[config.mk]
export PLATFORM = sky130hd
export DESIGN_NAME = sorted_union_merge_unit
export DESIGN_NICKNAME = d
export VERILOG_FILES = /design/src/rtl/sum_pkg.sv /design/src/rtl/sum_ctrl.sv /design/src/rtl/sum_datapath.sv /design/src/rtl/sorted_union_merge_unit.sv
export SDC_FILE = /design/constraint.sdc
export NUM_CORES = 2
export LEC_CHECK = 0
export BUFFER_PORTS_ARGS = -buffer_cell sky130_fd_sc_hd__buf_4
export CAP_MARGIN = 0
export CORE_MARGIN = 2
export CORE_UTILIZATION = 63
export CTS_BUF_LIST = sky130_fd_sc_hd__clkbuf_16
export CTS_CLUSTER_DIAMETER = 100
export DETAILED_ROUTE_END_ITERATION = 10
export PLACE_DENSITY = 0.79
export SLEW_MARGIN = 5
export SYNTH_ARGS = -nofsm -noshare
export SYNTH_HDL_FRONTEND = slang
export SYNTH_SLANG_ARGS = --single-unit
[constraint.sdc]
create_clock -name clk -period 6.2 [get_ports clk]
set_clock_uncertainty 0.2 [all_clocks]
set_input_delay 0.93 -clock clk [delete_from_list [all_inputs] [get_ports clk]]
set_output_delay 0.93 -clock clk [all_outputs]
set_load 0.05 [all_outputs]
[src/rtl/sum_pkg.sv]
// Shared types, constants and element conversion helpers for the sorted union merge unit.
// Used by sum_ctrl, sum_datapath and sorted_union_merge_unit; depends on nothing.
package sum_pkg;

    localparam int DEPTH      = 32;
    localparam int DATA_WIDTH = 32;
    localparam int IO_WIDTH   = 32;
    localparam int CMD_WIDTH  = 2;
    localparam int CNT_W      = $clog2(DEPTH + 1);
    localparam int ADDR_W     = (DEPTH > 1) ? $clog2(DEPTH) : 1;

    localparam logic [CMD_WIDTH-1:0] CMD_LOAD_A = 2'd0;
    localparam logic [CMD_WIDTH-1:0] CMD_LOAD_B = 2'd1;
    localparam logic [CMD_WIDTH-1:0] CMD_RUN    = 2'd2;

    typedef logic signed [DATA_WIDTH-1:0] elem_t;
    typedef logic signed [IO_WIDTH-1:0]   io_word_t;
    typedef logic [CNT_W-1:0]             cnt_t;

    // Commands from the controller to the datapath.
    typedef struct packed {
        logic load_a;
        logic load_b;
        logic start;
        logic fetch;
        logic step;
    } ctrl_cmd_t;

    // Status from the datapath to the controller.
    typedef struct packed {
        logic exhausted;
        logic slot_free;
    } dp_status_t;

    // The input word is sign-extended, then narrowed to the element width.
    function automatic elem_t to_elem(io_word_t v);
        logic signed [63:0] w;
        w = 64'(v);
        return w[DATA_WIDTH-1:0];
    endfunction

    // The element is sign-extended, then narrowed to the output word width.
    function automatic io_word_t to_out(elem_t e);
        logic signed [63:0] w;
        w = 64'(e);
        return w[IO_WIDTH-1:0];
    endfunction

endpackage

[src/rtl/sum_ctrl.sv]
// Controller state machine of the sorted union merge unit: input handshake and run sequencing.
// Depends on sum_pkg for command codes and the command and status structs.
module sum_ctrl (
    input  logic                          clk,
    input  logic                          rst_n,
    input  logic                          in_valid,
    output logic                          in_ready,
    input  logic [sum_pkg::CMD_WIDTH-1:0] command,
    input  sum_pkg::dp_status_t           status,
    output sum_pkg::ctrl_cmd_t            cmd
);
    import sum_pkg::*;

    localparam logic [1:0] ST_IDLE  = 2'd0;
    localparam logic [1:0] ST_FETCH = 2'd1;
    localparam logic [1:0] ST_STEP  = 2'd2;

    logic [1:0] state_reg;
    logic [1:0] state_next;
    logic       in_xfer;

    assign in_ready = (state_reg == ST_IDLE);
    assign in_xfer  = in_valid && in_ready;

    always_comb
    begin
        state_next = state_reg;
        cmd        = '0;
        unique case (state_reg)
            ST_IDLE:
            begin
                if (in_xfer)
                begin
                    cmd.load_a = (command == CMD_LOAD_A);
                    cmd.load_b = (command == CMD_LOAD_B);
                    if (command == CMD_RUN)
                    begin
                        cmd.start  = 1'b1;
                        state_next = ST_FETCH;
                    end
                end
            end
            ST_FETCH:
            begin
                cmd.fetch  = 1'b1;
                state_next = ST_STEP;
            end
            ST_STEP:
            begin
                // A step may produce a result, so it waits for a free output slot.
                if (status.slot_free)
                begin
                    cmd.step   = 1'b1;
                    state_next = status.exhausted ? ST_IDLE : ST_FETCH;
                end
            end
            default:
            begin
                state_next = ST_IDLE;
            end
        endcase
    end

    always_ff @(posedge clk or negedge rst_n)
    begin
        if (!rst_n)
        begin
            state_reg <= ST_IDLE;
        end
        else
        begin
            state_reg <= state_next;
        end
    end

endmodule

[src/rtl/sum_datapath.sv]
// Datapath of the sorted union merge unit: list memories, counts, read pointers and output register.
// Depends on sum_pkg for widths, element helpers and the command and status structs.
module sum_datapath (
    input  logic                 clk,
    input  logic                 rst_n,
    input  sum_pkg::ctrl_cmd_t   cmd,
    output sum_pkg::dp_status_t  status,
    input  sum_pkg::io_word_t    value,
    output logic                 out_valid,
    input  logic                 out_ready,
    output sum_pkg::io_word_t    merged_value,
    output logic                 last,
    output logic                 is_empty,
    output logic                 dropped
);
    import sum_pkg::*;

    elem_t mem_a [DEPTH];
    elem_t mem_b [DEPTH];

    cnt_t  cnt_a_reg, cnt_a_next;
    cnt_t  cnt_b_reg, cnt_b_next;
    cnt_t  ptr_a_reg, ptr_a_next;
    cnt_t  ptr_b_reg, ptr_b_next;
    logic  ovf_reg, ovf_next;
    logic  have_reg, have_next;
    elem_t pend_reg, pend_next;
    elem_t rd_a_reg;
    elem_t rd_b_reg;

    logic     out_valid_reg, out_valid_next;
    io_word_t out_value_reg, out_value_next;
    logic     out_last_reg, out_last_next;
    logic     out_empty_reg, out_empty_next;
    logic     out_drop_reg, out_drop_next;

    elem_t elem_in;
    logic  a_room;
    logic  b_room;
    logic  a_live;
    logic  b_live;
    logic  adv_a;
    logic  adv_b;
    elem_t cand;
    logic  fresh;

    assign elem_in = to_elem(value);
    assign a_room  = (cnt_a_reg < CNT_W'(DEPTH));
    assign b_room  = (cnt_b_reg < CNT_W'(DEPTH));
    assign a_live  = (ptr_a_reg < cnt_a_reg);
    assign b_live  = (ptr_b_reg < cnt_b_reg);

    // Equal heads advance both pointers and give the value once.
    assign adv_a = a_live && (!b_live || !(rd_b_reg < rd_a_reg));
    assign adv_b = b_live && (!a_live || !(rd_a_reg < rd_b_reg));
    assign cand  = adv_a ? rd_a_reg : rd_b_reg;
    assign fresh = !have_reg || (cand != pend_reg);

    assign status.exhausted = !a_live && !b_live;
    assign status.slot_free = !out_valid_reg || out_ready;

    always_ff @(posedge clk)
    begin
        if (cmd.load_a && a_room)
        begin
            mem_a[cnt_a_reg[ADDR_W-1:0]] <= elem_in;
        end
        if (cmd.load_b && b_room)
        begin
            mem_b[cnt_b_reg[ADDR_W-1:0]] <= elem_in;
        end
    end

    always_ff @(posedge clk)
    begin
        if (cmd.fetch)
        begin
            rd_a_reg <= mem_a[ptr_a_reg[ADDR_W-1:0]];
            rd_b_reg <= mem_b[ptr_b_reg[ADDR_W-1:0]];
        end
    end

    always_comb
    begin
        cnt_a_next     = cnt_a_reg;
        cnt_b_next     = cnt_b_reg;
        ptr_a_next     = ptr_a_reg;
        ptr_b_next     = ptr_b_reg;
        ovf_next       = ovf_reg;
        have_next      = have_reg;
        pend_next      = pend_reg;
        out_valid_next = out_valid_reg && !out_ready;
        out_value_next = out_value_reg;
        out_last_next  = out_last_reg;
        out_empty_next = out_empty_reg;
        out_drop_next  = out_drop_reg;

        if (cmd.load_a)
        begin
            if (a_room)
            begin
                cnt_a_next = cnt_a_reg + 1'b1;
            end
            else
            begin
                ovf_next = 1'b1;
            end
        end
        if (cmd.load_b)
        begin
            if (b_room)
            begin
                cnt_b_next = cnt_b_reg + 1'b1;
            end
            else
            begin
                ovf_next = 1'b1;
            end
        end
        if (cmd.start)
        begin
            ptr_a_next = '0;
            ptr_b_next = '0;
            have_next  = 1'b0;
        end
        if (cmd.step)
        begin
            if (!a_live && !b_live)
            begin
                // Finish: flush the held element as the final result, or mark an empty run.
                out_valid_next = 1'b1;
                out_value_next = have_reg ? to_out(pend_reg) : '0;
                out_last_next  = 1'b1;
                out_empty_next = !have_reg;
                out_drop_next  = ovf_reg;
                cnt_a_next     = '0;
                cnt_b_next     = '0;
                ovf_next       = 1'b0;
                have_next      = 1'b0;
            end
            else
            begin
                ptr_a_next = ptr_a_reg + CNT_W'(adv_a);
                ptr_b_next = ptr_b_reg + CNT_W'(adv_b);
                if (fresh)
                begin
                    // The held element is known not to be final once a new one arrives.
                    if (have_reg)
                    begin
                        out_valid_next = 1'b1;
                        out_value_next = to_out(pend_reg);
                        out_last_next  = 1'b0;
                        out_empty_next = 1'b0;
                        out_drop_next  = ovf_reg;
                    end
                    pend_next = cand;
                    have_next = 1'b1;
                end
            end
        end
    end

    always_ff @(posedge clk or negedge rst_n)
    begin
        if (!rst_n)
        begin
            cnt_a_reg     <= '0;
            cnt_b_reg     <= '0;
            ptr_a_reg     <= '0;
            ptr_b_reg     <= '0;
            ovf_reg       <= 1'b0;
            have_reg      <= 1'b0;
            out_valid_reg <= 1'b0;
        end
        else
        begin
            cnt_a_reg     <= cnt_a_next;
            cnt_b_reg     <= cnt_b_next;
            ptr_a_reg     <= ptr_a_next;
            ptr_b_reg     <= ptr_b_next;
            ovf_reg       <= ovf_next;
            have_reg      <= have_next;
            out_valid_reg <= out_valid_next;
        end
    end

    always_ff @(posedge clk)
    begin
        pend_reg      <= pend_next;
        out_value_reg <= out_value_next;
        out_last_reg  <= out_last_next;
        out_empty_reg <= out_empty_next;
        out_drop_reg  <= out_drop_next;
    end

    assign out_valid    = out_valid_reg;
    assign merged_value = out_value_reg;
    assign last         = out_last_reg;
    assign is_empty     = out_empty_reg;
    assign dropped      = out_drop_reg;

endmodule

[src/rtl/sorted_union_merge_unit.sv]
// Top level of the sorted union merge unit: joins the controller and the datapath.
// Depends on sum_pkg, sum_ctrl and sum_datapath.
//
// The unit collects two lists of signed words, A and B, through the input channel (command 0
// appends value to A, command 1 appends to B) and merges them on command 2 into their sorted
// union without duplicates, one transfer per element on the output channel, with last set on
// the final transfer of the run. A load into a full list is dropped and sets a sticky flag that
// every result of the next run reports on dropped; a run over two empty lists gives a single
// transfer with is_empty and last set and merged_value zero. Each run clears both lists and the
// flag. Command 3 is accepted and does nothing. A run clears both read pointers on start, then
// walks the lists in pointer steps, each a registered read of both list memories followed by
// the compare and pointer update, for at most count_a + count_b steps plus one finishing step;
// a step waits while the output register still holds a result that is not yet taken. No input
// is taken while a run walks the lists. One element is held back until the
// next distinct element or the end of the run shows whether it is the final one, so results
// trail the walk by one step. The output register lets the next input transfer be taken while a
// finished result still waits on out_ready.
module sorted_union_merge_unit (
    input  logic                          clk,
    input  logic                          rst_n,
    input  logic                          in_valid,
    output logic                          in_ready,
    input  logic [sum_pkg::CMD_WIDTH-1:0] command,
    input  sum_pkg::io_word_t             value,
    output logic                          out_valid,
    input  logic                          out_ready,
    output sum_pkg::io_word_t             merged_value,
    output logic                          last,
    output logic                          is_empty,
    output logic                          dropped
);
    import sum_pkg::*;

    ctrl_cmd_t  cmd;
    dp_status_t status;

    // The controller owns the input handshake and sequences the walk.
    sum_ctrl u_ctrl (
        .clk      (clk),
        .rst_n    (rst_n),
        .in_valid (in_valid),
        .in_ready (in_ready),
        .command  (command),
        .status   (status),
        .cmd      (cmd)
    );

    // The datapath holds the lists, the pointers and the output register.
    sum_datapath u_datapath (
        .clk          (clk),
        .rst_n        (rst_n),
        .cmd          (cmd),
        .status       (status),
        .value        (value),
        .out_valid    (out_valid),
        .out_ready    (out_ready),
        .merged_value (merged_value),
        .last         (last),
        .is_empty     (is_empty),
        .dropped      (dropped)
    );

    // An empty-run marker is always the only and therefore final result of its run.
    assert property (@(posedge clk) disable iff (!rst_n)
        out_valid && is_empty |-> last)
    else $error("empty result without last");

    // An empty-run marker carries a zero value.
    assert property (@(posedge clk) disable iff (!rst_n)
        out_valid && is_empty |-> merged_value == '0)
    else $error("empty result with nonzero value");

    // A run stops further input transfers while the lists are walked.
    assert property (@(posedge clk) disable iff (!rst_n)
        in_valid && in_ready && command == CMD_RUN |=> !in_ready)
    else $error("input taken during run");

    // Loads never produce a result on their own.
    assert property (@(posedge clk) disable iff (!rst_n)
        !out_valid && in_valid && in_ready && command != CMD_RUN |=> !out_valid)
    else $error("result appeared after a load");

endmodule

==> reports/metrics.cfg <==
[outcome]
status=completed

[sta]
rsz0062_at_grt=false
worst_pin_slew_ns=1.11
fin_crit_sh=0.737
setup_viol=0
fmax_ghz=0.219
finalHoldViolations=0
relSlewSlack=0.259
holdWs_ns=0.366
timing.setup.tns_ns=0
fin_ws_ns=1.63
slew_viol_final=0
final.min_clock_period_ns=4.57

[clocking]
cts.sinks=2208
clk_pin_slew_ns=0.07
post_cts_resized=0
tritoncts=built
numCtsBuffers=207
cts_root_buf=clkbuf_16
insertion_delay_ns=0.84
clockBufferDepth=3
ctsHtreeMaxLevel=4

[yosys]
avgSynthCellArea_um2=18.7
syn_inst=4640
yosysUniqueCellTypes=50
yosys.area_share.xor_xnor=0.00637
syn-cell-area_um2=86600
synthTopCellsByCount=2,179 x edfxtp_1, 387 x mux2i_1, 294 x nand2_1
synthAdderAreaFrac=0.00780
yosys.area_share.simple=0.0251
synth_top_area_share=0.756
synth.most_common_cell=edfxtp_1
synth_compound_area_frac=0.0516
yosys-top-cells-area=edfxtp_1 76%, mux4_2 6.7%, mux2i_1 4.5%
async_reset_ff_frac=0.0131
yosysTopAreaCell=edfxtp_1
synth.ff_latch_count=2208
ys_warn_count=0
muxShareOfSynthArea=0.132
synth_nets=4732
synth_top_family_by_area=multiplexers
synthFlopType=edfxtp_1
synth_sequential_area_ratio=0.764
synth_edf_count=2179

[power]
power_frac_clock=0.336
p_seq_frac=0.478
p_sw_frac=0.275
powerDensity_nw_per_um2=381
power_mw=36.9
leakage_nw=30.0
p_int_mw=26.7
comb_power_share=0.186
vdd_drop_max_mv=0.312
p_switching_mw=10.2

[critical_path]
crit_arrival_ns=4.83
critPathRequiredTime_ns=6.46
crit_path_end_kind=flop
crit_path_start_kind=flop
crit_fanout=35
worstSetupPathType=reg -> reg

[floorplan]
die-width_um=375
dieArea_um2=140000
pin_count=75
initial_core_util=0.632
core_um2=137000
num_rows=136
die-height_um=375

[placed_design]
post-dp-hpwl_um=121000
placed_area_um2=90100
io_buffers=74
pre_cts_slack_ns=1.71
gp_congestion=0.970

[finish]
fin_nets=4897
drive_above_1_share=0.202
stdcell_area_um2=96800
area_growth_pct=11.8

[run]
cap_violations=0

[global_route]
grt_pass1_wl_um=317000
grt_max_degree=121
antenna_found_initial=18
grt_pass1_vias=46019
track_usage=0.316
overflow=0

[drt]
drc=0
wl_per_cell_um=32.5
firstDrtPassIters=7
vias_per_cell=6.85
wl_um=221000
dr.first_iter.drc_count=7115
drtAntennaViolNets=0
vias=46451

[hold_path]
hp-class=reg -> reg

[placed cells by master, fill, tap and decap left out, types with 64 or more instances in the layout]
cell / netlist / final
a21oi_1: 214 / 213
mux2_2: 158 / 158
edfxtp_1: 2179 / 2179
mux2i_1: 387 / 387
o221ai_1: 192 / 192
inv_1: 53 / 96
nand2_1: 294 / 292
buf_4: 0 / 183
mux4_2: 256 / 256
o21ai_0: 208 / 208
clkbuf_16: 0 / 209
nor2_4: 0 / 64
o22ai_1: 69 / 69
[power by group through the flow]
| stage | clock (mW) | combinational (mW) | sequential, mW |
|---|---|---|---|
| 2_1_floorplan | 0 | 4.51 | 17.8 |
| 3_3_place_gp | 0 | 6.72 | 17.9 |
| 3_5_place_dp | 0 | 6.76 | 17.9 |
| 4_1_cts | 12.5 | 6.82 | 17.6 |
| 5_1_grt | 13.1 | 7.24 | 17.7 |
| 6_report | 12.4 | 6.88 | 17.6 |
[metrics by stage]
stage / instances / util
4_1_cts: 6779 / 0.707
5_1_grt: 6779 / 0.707
6_report: 6784 / 0.707
3_3_place_gp: 6389 / 0.658
2_1_floorplan: 4640 / -
3_5_place_dp: 6389 / 0.658
[worst max-delay path, cell delays in order (launching register included)]
cell and delay [ns]:
edfxtp_1 0.44, ha_1 0.39, and4_1 0.25, nand2_1 0.09, or4_1 0.56, or3_1 0.33
a31oi_1 0.22, o21a_2 0.29, a21boi_0 0.36, nor3_1 0.15, a21oi_4 0.91
[routing by layer]
metal	track usage	wire length (um)
met1	0.434	81100
met2	0.509	107000
met3	0.0589	22800
met4	0.129	9300
met5	0	39
[path summary, 6_finish.rpt]
path                                                         from                                     to  slack [ns]  cells past startpoint
worst max register to register  u_datapath.rd_b_reg[31]$_DFFE_PN_  u_datapath.merged_value[14]$_DFFE_PP_        1.63                     10
worst max-delay path            u_datapath.rd_b_reg[31]$_DFFE_PN_  u_datapath.merged_value[14]$_DFFE_PP_        1.63                     10
worst min-delay path            u_datapath.ptr_a_reg[5]$_DFF_PN0_      u_datapath.ptr_a_reg[5]$_DFF_PN0_        0.37                      2
worst min register to register  u_datapath.ptr_a_reg[5]$_DFF_PN0_      u_datapath.ptr_a_reg[5]$_DFF_PN0_        0.37                      2
max in group asynchronous                                   rst_n      u_datapath.ptr_b_reg[2]$_DFF_PN0_        4.88                      2
min in group asynchronous                                   rst_n      u_datapath.cnt_a_reg[3]$_DFF_PN0_        0.52                      2
[logic make-up (layout without fill, tap and decap cells)]
logic type / count (synthesis) / after routing
DFF: 2208 / 2208
adders and majority gates: 54 / 54
and+or+nand+nor: 506 / 506
other: 0 / 5
AOI/OAI and AO/OA: 712 / 712
buffers and inverters: 296 / 641
xor gates and xnor gates: 63 / 63
muxes: 801 / 801
[final cells by class]
class | instances | area, um^2
fillers | 7979 | 40100
diodes | 5 | 12.5
repair buffers | 198 | 1660
clock inverters | 180 | 1460
multi-input cells | 2136 | 19800
well taps | 1794 | 2240
clock buffers | 209 | 5230
flip-flops and latches | 2208 | 66200
inverters | 54 | 203
[repair_timing]
item	4_1_cts	5_1_grt
hold endpoints to repair	29	0
buffers inserted	0	0
hold buffers	1	0
Power figures use the tool's default switching activity.
